==> src/hdl/ipnmf_pkg.sv <==
// shared constants and types for the invalid pixel neighbour mean fill block
`default_nettype none

package ipnmf_pkg;

   localparam int WIDTH_REG_BITS  = 12;
   localparam int HEIGHT_REG_BITS = 16;
   localparam int CSR_INDEX_BITS  = 2;
   localparam int CSR_DATA_BITS   = 32;

   localparam logic [CSR_INDEX_BITS-1:0] REG_THRESHOLD = 2'd0;
   localparam logic [CSR_INDEX_BITS-1:0] REG_WIDTH     = 2'd1;
   localparam logic [CSR_INDEX_BITS-1:0] REG_HEIGHT    = 2'd2;

   localparam logic [WIDTH_REG_BITS-1:0]  WIDTH_RESET  = 12'd2048;
   localparam logic [HEIGHT_REG_BITS-1:0] HEIGHT_RESET = 16'd2;

   // 3x3 window, row-major taps, centre in the middle
   localparam int NUM_TAPS   = 9;
   localparam int CENTRE_TAP = 4;
   localparam int COUNT_BITS = 4;

   typedef struct packed {
      logic top_ok;
      logic bot_ok;
      logic left_ok;
      logic right_ok;
      logic last;
   } border_type;

endpackage

`default_nettype wire

==> src/hdl/ipnmf_ifs.sv <==
// handshake channel interfaces: pixel input, result output, register writes
`default_nettype none


interface ipnmf_rsp_if #(parameter int SAMPLE_BITS = 16);
   logic                          valid;
   logic                          ready;
   logic signed [SAMPLE_BITS-1:0] filled_value;
   logic                          was_replaced;
   logic                          frame_last;

   modport source (output valid, filled_value, was_replaced, frame_last, input ready);
   modport sink (input valid, filled_value, was_replaced, frame_last, output ready);
endinterface


`default_nettype wire

==> src/hdl/ipnmf_mean.sv <==
// neighbour sum, reciprocal divide by the valid count and result register
`default_nettype none

module ipnmf_mean #(
   parameter int SAMPLE_BITS = 16
) (
   input  wire logic                          clock,
   input  wire logic                          reset,
   input  wire logic                          start,
   input  wire logic signed [SAMPLE_BITS-1:0] win [ipnmf_pkg::NUM_TAPS],
   input  wire ipnmf_pkg::border_type         border,
   input  wire logic signed [SAMPLE_BITS-1:0] threshold,
   output logic                               busy,
   ipnmf_rsp_if.source                        rsp_ch
);

   localparam int SUMW  = SAMPLE_BITS + 3;
   localparam int KSH   = SUMW;
   localparam int RBITS = KSH + 1;
   localparam int CW    = ipnmf_pkg::COUNT_BITS;

   // floor(2^KSH / d); quotient from it is exact or one short
   localparam logic [RBITS-1:0] RECIP [ipnmf_pkg::NUM_TAPS] = '{
      RBITS'(0),
      RBITS'((64'd1 << KSH) / 64'd1),
      RBITS'((64'd1 << KSH) / 64'd2),
      RBITS'((64'd1 << KSH) / 64'd3),
      RBITS'((64'd1 << KSH) / 64'd4),
      RBITS'((64'd1 << KSH) / 64'd5),
      RBITS'((64'd1 << KSH) / 64'd6),
      RBITS'((64'd1 << KSH) / 64'd7),
      RBITS'((64'd1 << KSH) / 64'd8)
   };

   // sum stage
   logic signed [SUMW-1:0]        sum_c;
   logic        [CW-1:0]          cnt_c;
   logic                          repl_c;
   logic                          tap_row_ok;
   logic                          tap_col_ok;

   logic                          v1_ff;
   logic        [SUMW-1:0]        mag1_ff;
   logic                          neg1_ff;
   logic        [CW-1:0]          cnt1_ff;
   logic                          repl1_ff;
   logic signed [SAMPLE_BITS-1:0] centre1_ff;
   logic                          last1_ff;

   // multiply stage
   logic        [SUMW+RBITS-1:0]  prod_c;

   logic                          v2_ff;
   logic                          v2_in;
   logic        [SUMW-1:0]        q0_ff;
   logic        [SUMW-1:0]        mag2_ff;
   logic                          neg2_ff;
   logic        [CW-1:0]          cnt2_ff;
   logic                          repl2_ff;
   logic signed [SAMPLE_BITS-1:0] centre2_ff;
   logic                          last2_ff;

   // correction stage and result register
   logic        [SUMW+CW-1:0]     back_c;
   logic        [SUMW-1:0]        rem_c;
   logic        [SUMW-1:0]        q_c;
   logic signed [SAMPLE_BITS-1:0] value_c;
   logic                          fix_go;

   logic                          out_v_ff;
   logic                          out_v_in;
   logic signed [SAMPLE_BITS-1:0] out_value_ff;
   logic                          out_repl_ff;
   logic                          out_last_ff;

   always_comb begin
      sum_c = '0;
      cnt_c = '0;
      tap_row_ok = 1'b0;
      tap_col_ok = 1'b0;
      for (int i = 0; i < ipnmf_pkg::NUM_TAPS; i++) begin
         tap_row_ok = (i < 3) ? border.top_ok : ((i >= 6) ? border.bot_ok : 1'b1);
         tap_col_ok = ((i % 3) == 0) ? border.left_ok :
                      (((i % 3) == 2) ? border.right_ok : 1'b1);
         if (i != ipnmf_pkg::CENTRE_TAP && tap_row_ok && tap_col_ok &&
             win[i] <= threshold) begin
            sum_c = sum_c + SUMW'(win[i]);
            cnt_c = cnt_c + CW'(1);
         end
      end
      repl_c = (win[ipnmf_pkg::CENTRE_TAP] > threshold) && (cnt_c != '0);
   end

   always_ff @(posedge clock) begin
      if (reset) begin
         v1_ff <= 1'b0;
      end else begin
         v1_ff <= start;
      end
   end

   always_ff @(posedge clock) begin
      if (start) begin
         mag1_ff    <= sum_c[SUMW-1] ? SUMW'(-sum_c) : SUMW'(sum_c);
         neg1_ff    <= sum_c[SUMW-1];
         cnt1_ff    <= cnt_c;
         repl1_ff   <= repl_c;
         centre1_ff <= win[ipnmf_pkg::CENTRE_TAP];
         last1_ff   <= border.last;
      end
   end

   assign prod_c = (SUMW+RBITS)'(mag1_ff) * (SUMW+RBITS)'(RECIP[cnt1_ff]);

   // v1 is only set while v2 is empty, so the multiply never waits
   assign v2_in = v1_ff ? 1'b1 : (fix_go ? 1'b0 : v2_ff);

   always_ff @(posedge clock) begin
      if (reset) begin
         v2_ff <= 1'b0;
      end else begin
         v2_ff <= v2_in;
      end
   end

   always_ff @(posedge clock) begin
      if (v1_ff) begin
         q0_ff      <= prod_c[KSH +: SUMW];
         mag2_ff    <= mag1_ff;
         neg2_ff    <= neg1_ff;
         cnt2_ff    <= cnt1_ff;
         repl2_ff   <= repl1_ff;
         centre2_ff <= centre1_ff;
         last2_ff   <= last1_ff;
      end
   end

   always_comb begin
      back_c = (SUMW+CW)'(q0_ff) * (SUMW+CW)'(cnt2_ff);
      rem_c  = mag2_ff - back_c[SUMW-1:0];
      q_c    = (rem_c >= SUMW'(cnt2_ff)) ? q0_ff + SUMW'(1) : q0_ff;
      if (repl2_ff) begin
         value_c = neg2_ff ? SAMPLE_BITS'(-q_c) : SAMPLE_BITS'(q_c);
      end else begin
         value_c = centre2_ff;
      end
   end

   assign fix_go   = v2_ff && (!out_v_ff || rsp_ch.ready);
   assign out_v_in = fix_go ? 1'b1 : ((out_v_ff && rsp_ch.ready) ? 1'b0 : out_v_ff);

   always_ff @(posedge clock) begin
      if (reset) begin
         out_v_ff <= 1'b0;
      end else begin
         out_v_ff <= out_v_in;
      end
   end

   always_ff @(posedge clock) begin
      if (fix_go) begin
         out_value_ff <= value_c;
         out_repl_ff  <= repl2_ff;
         out_last_ff  <= last2_ff;
      end
   end

   assign busy                = v1_ff || v2_ff;
   assign rsp_ch.valid        = out_v_ff;
   assign rsp_ch.filled_value = out_value_ff;
   assign rsp_ch.was_replaced = out_repl_ff;
   assign rsp_ch.frame_last   = out_last_ff;

endmodule

`default_nettype wire

==> src/flat_wrapper.sv <==
// flat-port wrapper written by rule: the top's interface ports become plain ports
module ipnmf_mean_flat 
#(
   parameter int SAMPLE_BITS = 16
)
  (clock, reset, start, win, border, threshold, busy, rsp_ch_valid, rsp_ch_filled_value, rsp_ch_was_replaced, rsp_ch_frame_last, rsp_ch_ready);
  ipnmf_rsp_if #(.SAMPLE_BITS(SAMPLE_BITS)) rsp_ch_i ();
  input  wire logic clock;
  input  wire logic reset;
  input  wire logic start;
  input  wire logic signed [SAMPLE_BITS-1:0] win[ipnmf_pkg::NUM_TAPS];
  input  wire ipnmf_pkg::border_type border;
  input  wire logic signed [SAMPLE_BITS-1:0] threshold;
  output logic busy;
  output wire logic [$bits(rsp_ch_i.valid)-1:0] rsp_ch_valid;
  output wire logic [$bits(rsp_ch_i.filled_value)-1:0] rsp_ch_filled_value;
  output wire logic [$bits(rsp_ch_i.was_replaced)-1:0] rsp_ch_was_replaced;
  output wire logic [$bits(rsp_ch_i.frame_last)-1:0] rsp_ch_frame_last;
  input wire logic [$bits(rsp_ch_i.ready)-1:0] rsp_ch_ready;
  assign rsp_ch_valid = rsp_ch_i.valid;
  assign rsp_ch_filled_value = rsp_ch_i.filled_value;
  assign rsp_ch_was_replaced = rsp_ch_i.was_replaced;
  assign rsp_ch_frame_last = rsp_ch_i.frame_last;
  assign rsp_ch_i.ready = rsp_ch_ready;
  ipnmf_mean #(.SAMPLE_BITS(SAMPLE_BITS)) u_core (.clock(clock), .reset(reset), .start(start), .win(win), .border(border), .threshold(threshold), .busy(busy), .rsp_ch(rsp_ch_i));
endmodule
==> config.mk <==
export PLATFORM = sky130hd
export DESIGN_NAME = ipnmf_mean_flat
export DESIGN_NICKNAME = d
export VERILOG_FILES = /design/src/hdl/ipnmf_pkg.sv /design/src/hdl/ipnmf_ifs.sv /design/src/hdl/ipnmf_mean.sv /design/src/flat_wrapper.sv
export SDC_FILE = /design/constraint.sdc
export NUM_CORES = 1
export LEC_CHECK = 0
export ABC_CLOCK_PERIOD_IN_PS = 18200
export BUFFER_PORTS_ARGS = -buffer_cell sky130_fd_sc_hd__buf_4
export CAP_MARGIN = 10
export CORE_ASPECT_RATIO = 1.5
export CORE_MARGIN = 2
export CORE_UTILIZATION = 55
export CTS_CLUSTER_SIZE = 14
export DETAILED_ROUTE_END_ITERATION = 8
export GPL_ROUTABILITY_DRIVEN = 0
export PLACE_DENSITY = 0.73
export SLEW_MARGIN = 25
export SYNTH_ARGS = -nofsm -noshare
export SYNTH_HDL_FRONTEND = slang
export SYNTH_SLANG_ARGS = --single-unit
==> constraint.sdc <==
create_clock -name clock -period 18.2 [get_ports clock]
set_input_delay 3.64 -clock clock [delete_from_list [all_inputs] [get_ports clock]]
set_output_delay 3.64 -clock clock [all_outputs]
set_load 0.03 [all_outputs]
==> results of run 1 <==
## final timing paths
path	start	end	cells after the start
setup / recovery	threshold[14]	u_core.mag1_ff[17]	60
hold / removal	u_core.centre1_ff[1]	u_core.centre2_ff[1]	0
setup reg to reg	u_core.cnt1_ff[1]	u_core.q0_ff[18]	27
hold reg to reg	u_core.centre1_ff[1]	u_core.centre2_ff[1]	0
## worst max-delay path: cells and delay by family
kind / cells / cell delay (ns)
fa+ha+maj: 8 / 2.38
mux: 1 / 0.13
buf+inv: 6 / 0.85
simple gates: 13 / 2.69
xor+xnor: 5 / 0.83
compound gates: 27 / 7.24
## through the flow
| stage | total power [mW] | hold slack (ns) | util, % | cells | worst slack (ns) |
|---|---|---|---|---|---|
| final | 6.04 | 0.417 | 60.8 | 4400 | 0.577 |
| after global routing | 6.68 | 0.429 | 60.8 | 4399 | 0.0294 |
| after CTS | 5.99 | 0.417 | 60.6 | 4395 | 0.145 |
| after detailed placement | 5.60 | 0.405 | 59.5 | 4363 | -0.243 |
| after global placement | 5.48 | 0.403 | 59.5 | 4363 | 0.0355 |
| after floorplan | 4.36 | 0.400 | - | 3528 | 2.17 |
## flip-flops by register name, summed over array words and instances, names as in the netlist
register and flops:
u_core.neg2_ff 1, u_core.mag1_ff 19, u_core.neg1_ff 1, u_core.v2_ff 1, u_core.rsp_ch.filled_value 16, u_core.mag2_ff 19
u_core.cnt1_ff 4, u_core.repl2_ff 1, u_core.repl1_ff 1, u_core.q0_ff 19, u_core.rsp_ch.frame_last 1, u_core.last2_ff 1
u_core.centre1_ff 16, u_core.cnt2_ff 4, u_core.v1_ff 1, u_core.last1_ff 1, u_core.centre2_ff 16, u_core.rsp_ch.valid 1
u_core.rsp_ch.was_replaced 1
## metal layers
| layer | up-vias | wire length [um] | GRT usage, % |
|---|---|---|---|
| met5 | - | 13 | 0 |
| met4 | 2 | 14200 | 39.4 |
| met3 | 635 | 8630 | 10.2 |
| met2 | 1345 | 50700 | 64.2 |
| met1 | 13200 | 33400 | 36.1 |
| li1 | 12500 | - | - |
## cells in the final DEF (no fill, tap or decap), drive strengths merged, types with 9 or more instances in the layout
cell	instances
inv	517
ha	431
nand2	371
fa	345
buf	246
nor2	165
a21oi	151
and2	137
o21ai	130
xnor2	126
edfxtp	121
a21o	73
nand3	70
nor3	62
xor2	55
nand4	52
a211oi	49
o21a	48
nand2b	39
nor2b	39
o211ai	28
o31ai	28
a31oi	26
or3	25
and3	23
mux2i	20
mux2	20
or2	18
clkbuf	17
nor4	16
o2111ai	15
o21bai	14
a221oi	14
o22ai	13
a211o	11
nor3b	11
a2111oi	10
a21boi	9
o31a	9
## cells in the mapped netlist (all sizes together) (15+ instances only)
master / count
a21oi: 151
o21a: 48
mux2: 20
nand2b: 39
xnor2: 126
a211oi: 49
o21ai: 130
buf: 17
nor4: 16
and2: 137
and3: 23
a31oi: 26
edfxtp: 121
mux2i: 20
or2: 18
inv: 508
clkbuf: 92
nand2: 371
xor2: 55
nand3: 70
o2111ai: 15
nor3: 62
nor2b: 39
or3: 25
a21o: 73
o31ai: 28
o211ai: 28
nor2: 165
fa: 345
ha: 431
nand4: 52
## logic make-up after synthesis
group | after synthesis | share of synthesized area, %
XOR/XNOR | 184 | 5.44
buffers and inverters | 617 | 7.62
AO/OA/AOI/OAI | 715 | 16.0
multiplexers | 40 | 1.39
AND/OR/NAND/NOR | 1072 | 17.4
flip-flops | 124 | 12.0
adder cells (fa/ha/maj) | 776 | 40.1
## power breakdown
| group | switching [mW] | total [mW] | internal (mW) | leakage [nW] |
|---|---|---|---|---|
| Clock | 0.148 | 0.343 | 0.195 | 0.287 |
| Combinational | 2.84 | 4.99 | 2.14 | 14.6 |
| Sequential | 0.205 | 0.706 | 0.501 | 1.17 |
## cell type report
cell class              instances  area share [%]
diodes                          1         0.00742
clock buffers                  17            1.26
clock inverters                15           0.512
inverters                     508            5.66
multi-input cells            2787            73.5
flip-flops and latches        124            11.0
well taps                     702            2.61
repair buffers                246            5.47
## what timing repair did
item / in CTS / in global routing
resized for setup: 0 / 13
endpoints found under the setup margin: 0 / 19
setup buffers: 0 / 2
==> flow_metrics.py, run 1 <==
metrics = {
    "yosys": {
        "synthCells": 3528,
        "synth_edf_count": 121,
        "synth_top_cells_by_area": "fa_1 23%, ha_1 18%, edfxtp_1 12%",
        "synth_warnings": 0,
        "synthDistinctLibCells": 102,
        "syn_area_um2": 30700,
        "syn_nets": 4473,
        "avgSynthCellArea_um2": 8.69,
        "synthArstFlopShare_pct": 0,
        "dominantRegCellSynth": "edfxtp_1",
        "synth.top_cell.area_share_pct": 22.5,
        "ys_seq_elements": 124,
        "yosysSeqAreaShare_pct": 12.0,
        "yosysTopAreaCell": "fa_1",
    },
    "hold_path": {
        "hold_class": "reg2reg",
    },
    "detailed_routing": {
        "wirelength_um": 107000,
        "drc": 0,
        "wire_per_inst_um": 24.3,
        "vias": 27700,
        "firstDrtPassIters": 6,
        "drt_iter0_markers": 2110,
        "routed_via_density": 6.29,
        "ant_nets": 0,
    },
    "global_route": {
        "grt_max_degree": 64,
        "first_global_vias": 28500,
        "antenna_found_initial": 3,
        "grt_usage_pct": 38.0,
        "grt_pass1_wl_um": 163000,
        "grt_overflow": 0,
    },
    "worst_setup_path": {
        "crit_fanout": 9,
        "end_kind": "flip-flop",
        "cp.arrival_ns": 17.80,
        "critPathMostFrequentCell": "ha_1",
        "startpoint_type": "input pin",
        "cpMaxStageDelayCell": "a22oi_1",
        "crit_type": "in2reg",
        "worst_ep_required_time_ns": 18.38,
        "slowest_delay_ns": 0.83,
        "r2r_slack_ns": 9.48,
    },
    "power_and_ir_drop": {
        "leakage_nw": 16.0,
        "peakVddDrop_uv": 155,
        "power_density_nw_per_um2": 179,
    },
    "run": {
        "cap_violations": 0,
    },
    "layout": {
        "nets": 4629,
        "regArea_um2": 3690,
        "multi_input_area_um2": 24800,
        "drive_above_1_share_pct": 10.0,
        "area_delta_synth_final_pct": 9.91,
        "fin_area_um2": 33700,
        "n_fill_cell": 4915,
    },
    "clocking": {
        "hold_buffers": 0,
        "clk_pin_slew_ns": 0.07,
        "cts_htree_levels": 4,
        "cts_buffers": 17,
        "cts_root_buf": "clkbuf_16",
        "cts_tree": "yes",
        "cts_buffer_depth": 2,
        "clk_latency_ns": 0.44,
        "clock_sinks": 124,
    },
    "placed_design": {
        "portBuffers": 188,
        "dp_hpwl_um": 86800,
        "dpl_cell_area_um2": 33000,
    },
    "timing": {
        "final.setup.tns_ns": 0,
        "fmax_mhz": 56.7,
        "fin_crit_sh_pct": 96.8,
        "rsz0062_at_grt": "no",
        "slew_violations": 0,
        "worst_pin_slew_ns": 1.03,
        "period_minus_slack_ns": 17.62,
        "finClkSkew_ns": 0.0164,
        "setup_viol": 0,
        "slew_headroom_pct": 31.4,
        "hold_viol_final": 0,
    },
    "floorplan": {
        "rows": 106,
        "die_area_um2": 57700,
        "die_height_um": 293,
        "fp.dieW_um": 197,
        "initial_utilization_pct": 55.3,
        "ios": 189,
        "core_area_um2": 55400,
    },
    "run_status": {
        "run_status": "complete, no violations",
    },
}
Note: power is estimated with default switching activity, not from simulation.
==> run 2: changes to the inputs <==
--- a/config.mk
+++ b/config.mk
@@ -5,16 +5,18 @@
 export SDC_FILE = /design/constraint.sdc
 export NUM_CORES = 1
 export LEC_CHECK = 0
-export ABC_CLOCK_PERIOD_IN_PS = 18200
+export ABC_CLOCK_PERIOD_IN_PS = 15800
 export BUFFER_PORTS_ARGS = -buffer_cell sky130_fd_sc_hd__buf_4
 export CAP_MARGIN = 10
+export CELL_PAD_IN_SITES_DETAIL_PLACEMENT = 1
+export CELL_PAD_IN_SITES_GLOBAL_PLACEMENT = 2
 export CORE_ASPECT_RATIO = 1.5
 export CORE_MARGIN = 2
-export CORE_UTILIZATION = 55
+export CORE_UTILIZATION = 36
 export CTS_CLUSTER_SIZE = 14
 export DETAILED_ROUTE_END_ITERATION = 8
 export GPL_ROUTABILITY_DRIVEN = 0
-export PLACE_DENSITY = 0.73
+export PLACE_DENSITY = 0.79
 export SLEW_MARGIN = 25
 export SYNTH_ARGS = -nofsm -noshare
 export SYNTH_HDL_FRONTEND = slang
==> constraint.sdc (replaced) <==
create_clock -name clock -period 15.8 [get_ports clock]
set_input_delay 3.16 -clock clock [delete_from_list [all_inputs] [get_ports clock]]
set_output_delay 3.16 -clock clock [all_outputs]
set_load 0.03 [all_outputs]
==> flow_metrics.py, run 2 (synthesis results as in run 1) <==
metrics = {
    "timing": {
        "worst_pin_slew_ns": 1.02,
        "period_minus_slack_ns": 15.25,
        "slew_headroom_pct": 32.0,
        "finalWorstSetupSlack_ns": 0.549,
        "hold_viol_final": 0,
        "holdWs_ns": 0.422,
        "fin_crit_sh_pct": 96.5,
        "fmax_mhz": 65.6,
        "slew_violations": 0,
        "finClkSkew_ns": 0.0183,
        "setup_viol": 0,
    },
    "layout": {
        "drive_above_1_share_pct": 19.9,
        "mostFrequentLayoutCells": "628 x buf_4, 504 x inv_1, 424 x ha_1, 370 x nand2_1, 344 x fa_1",
        "area_delta_synth_final_pct": 22.5,
        "regArea_um2": 3690,
        "multi_input_area_um2": 25100,
        "n_fill_cell": 10100,
        "top_regs": "u_core.mag1_ff (19), u_core.mag2_ff (19), u_core.q0_ff (19)",
        "nets": 5016,
        "final_common_cell": "buf_4",
    },
    "run": {
        "cap_violations": 0,
    },
    "detailed_routing": {
        "drc": 0,
        "wire_per_inst_um": 24.0,
        "drt_iter0_markers": 1164,
        "vias": 28700,
        "ant_nets": 0,
        "firstDrtPassIters": 6,
        "wirelength_um": 125000,
        "routed_via_density": 5.51,
    },
    "global_route": {
        "grt_overflow": 0,
        "grt_pass1_wl_um": 189000,
        "first_global_vias": 31900,
        "antenna_found_initial": 4,
        "grt_usage_pct": 28.6,
        "grt_max_degree": 64,
    },
    "clocking": {
        "cts_tree": "yes",
        "hold_buffers": 0,
        "cts_root_buf": "clkbuf_16",
        "clk_pin_slew_ns": 0.07,
        "clock_sinks": 124,
        "clk_latency_ns": 0.44,
        "cts_buffers": 17,
        "cts_buffer_depth": 2,
        "cts_htree_levels": 4,
    },
    "power_and_ir_drop": {
        "power_density_nw_per_um2": 203,
        "peakVddDrop_uv": 208,
        "leakage_nw": 18.0,
    },
    "hold_path": {
        "hold_class": "reg2reg",
    },
    "worst_setup_path": {
        "cp.arrival_ns": 15.53,
        "startpoint_type": "input pin",
        "crit_fanout": 4,
        "cpMaxStageDelayCell": "or3b_2",
        "end_kind": "flip-flop",
        "slowest_delay_ns": 0.46,
        "critPathMostFrequentCell": "ha_1",
        "crit_type": "in2reg",
        "worst_ep_required_time_ns": 16.07,
        "r2r_slack_ns": 6.94,
    },
    "floorplan": {
        "rows": 131,
        "initial_utilization_pct": 36.2,
        "die_height_um": 361,
        "die_area_um2": 87600,
        "ios": 189,
        "fp.dieW_um": 242,
        "core_area_um2": 84700,
    },
    "placed_design": {
        "place_ws_ns": -0.823,
        "portBuffers": 188,
        "dp_hpwl_um": 108000,
    },
    "run_status": {
        "run_status": "complete, no violations",
    },
}
[run 2: changes by cell type in the layout (fill, tap and decap cells not counted), moves of 7 or more]
| cell | previous run | this run |
|---|---|---|
| buf_4 | 245 | 628 |
| a21oi_1 | 150 | 136 |
| o21ai_0 | 116 | 106 |
| o21ai_1 | 12 | 20 |
| ha_1 | 431 | 424 |
| a21oi_2 | 1 | 12 |
[run 2: path summary, 6_finish.rpt]
path                                            from                    to  cells after the start
worst max-delay path                   threshold[14]    u_core.mag1_ff[18]                     65
worst min-delay path            u_core.centre1_ff[5]  u_core.centre2_ff[5]                      0
worst max register to register     u_core.cnt1_ff[1]      u_core.q0_ff[18]                     27
worst min register to register  u_core.centre1_ff[5]  u_core.centre2_ff[5]                      0
[run 2: metrics by stage]
stage / util (%) / instance area [um2] / setup TNS [ns] / power (mW) / cells
floorplan: - / 30700 / 0 / 5.02 / 3528
global placement: 43.0 / 36400 / -4.80 / 6.97 / 5168
global route: 44.3 / 37600 / -0.114 / 8.39 / 5215
detailed placement: 43.0 / 36400 / -12.03 / 7.14 / 5168
finish: 44.3 / 37600 / 0 / 7.63 / 5215
CTS: 43.7 / 37100 / 0 / 7.61 / 5202
[run 2: power breakdown]
part           switching, mW  leakage [nW]  internal [mW]
Sequential             0.241          1.17          0.577
Combinational           3.59          16.5           2.82
Clock                  0.177         0.287          0.225
[run 2: area by class of cell]
type	instances	area share [%]
Multi-Input combinational cell	2787	66.9
Sequential cell	124	9.83
Inverter	508	5.11
Clock buffer	17	1.13
Tap cell	1130	3.76
Timing Repair Buffer	633	12.8
Antenna cell	1	0.00666
Clock inverter	15	0.459
[run 2: timing repair]
item                       4_1_cts  5_1_grt
resized for setup               14       87
setup endpoints to repair       18       19
buffers inserted                 2       12
pin swaps                        3       22
[run 2: worst max-delay path, delay by kind of cell]
family                     cells  cell delay (ns)
xor gates and xnor gates       6             0.80
muxes                          1             0.26
and+or+nand+nor               17             3.34
buffers and inverters          7             0.83
AOI/OAI and AO/OA             25             4.42
adders and majority gates      9             2.70
[run 2: metal layers]
layer  vias to the layer above  track usage [%]  share of wire, %
met4                         6             22.7                10
met2                       673             55.9                54
met5                         -                0             0.037
met3                       384             1.95               2.3
li1                      13300                -                 -
met1                     14400             27.2                34
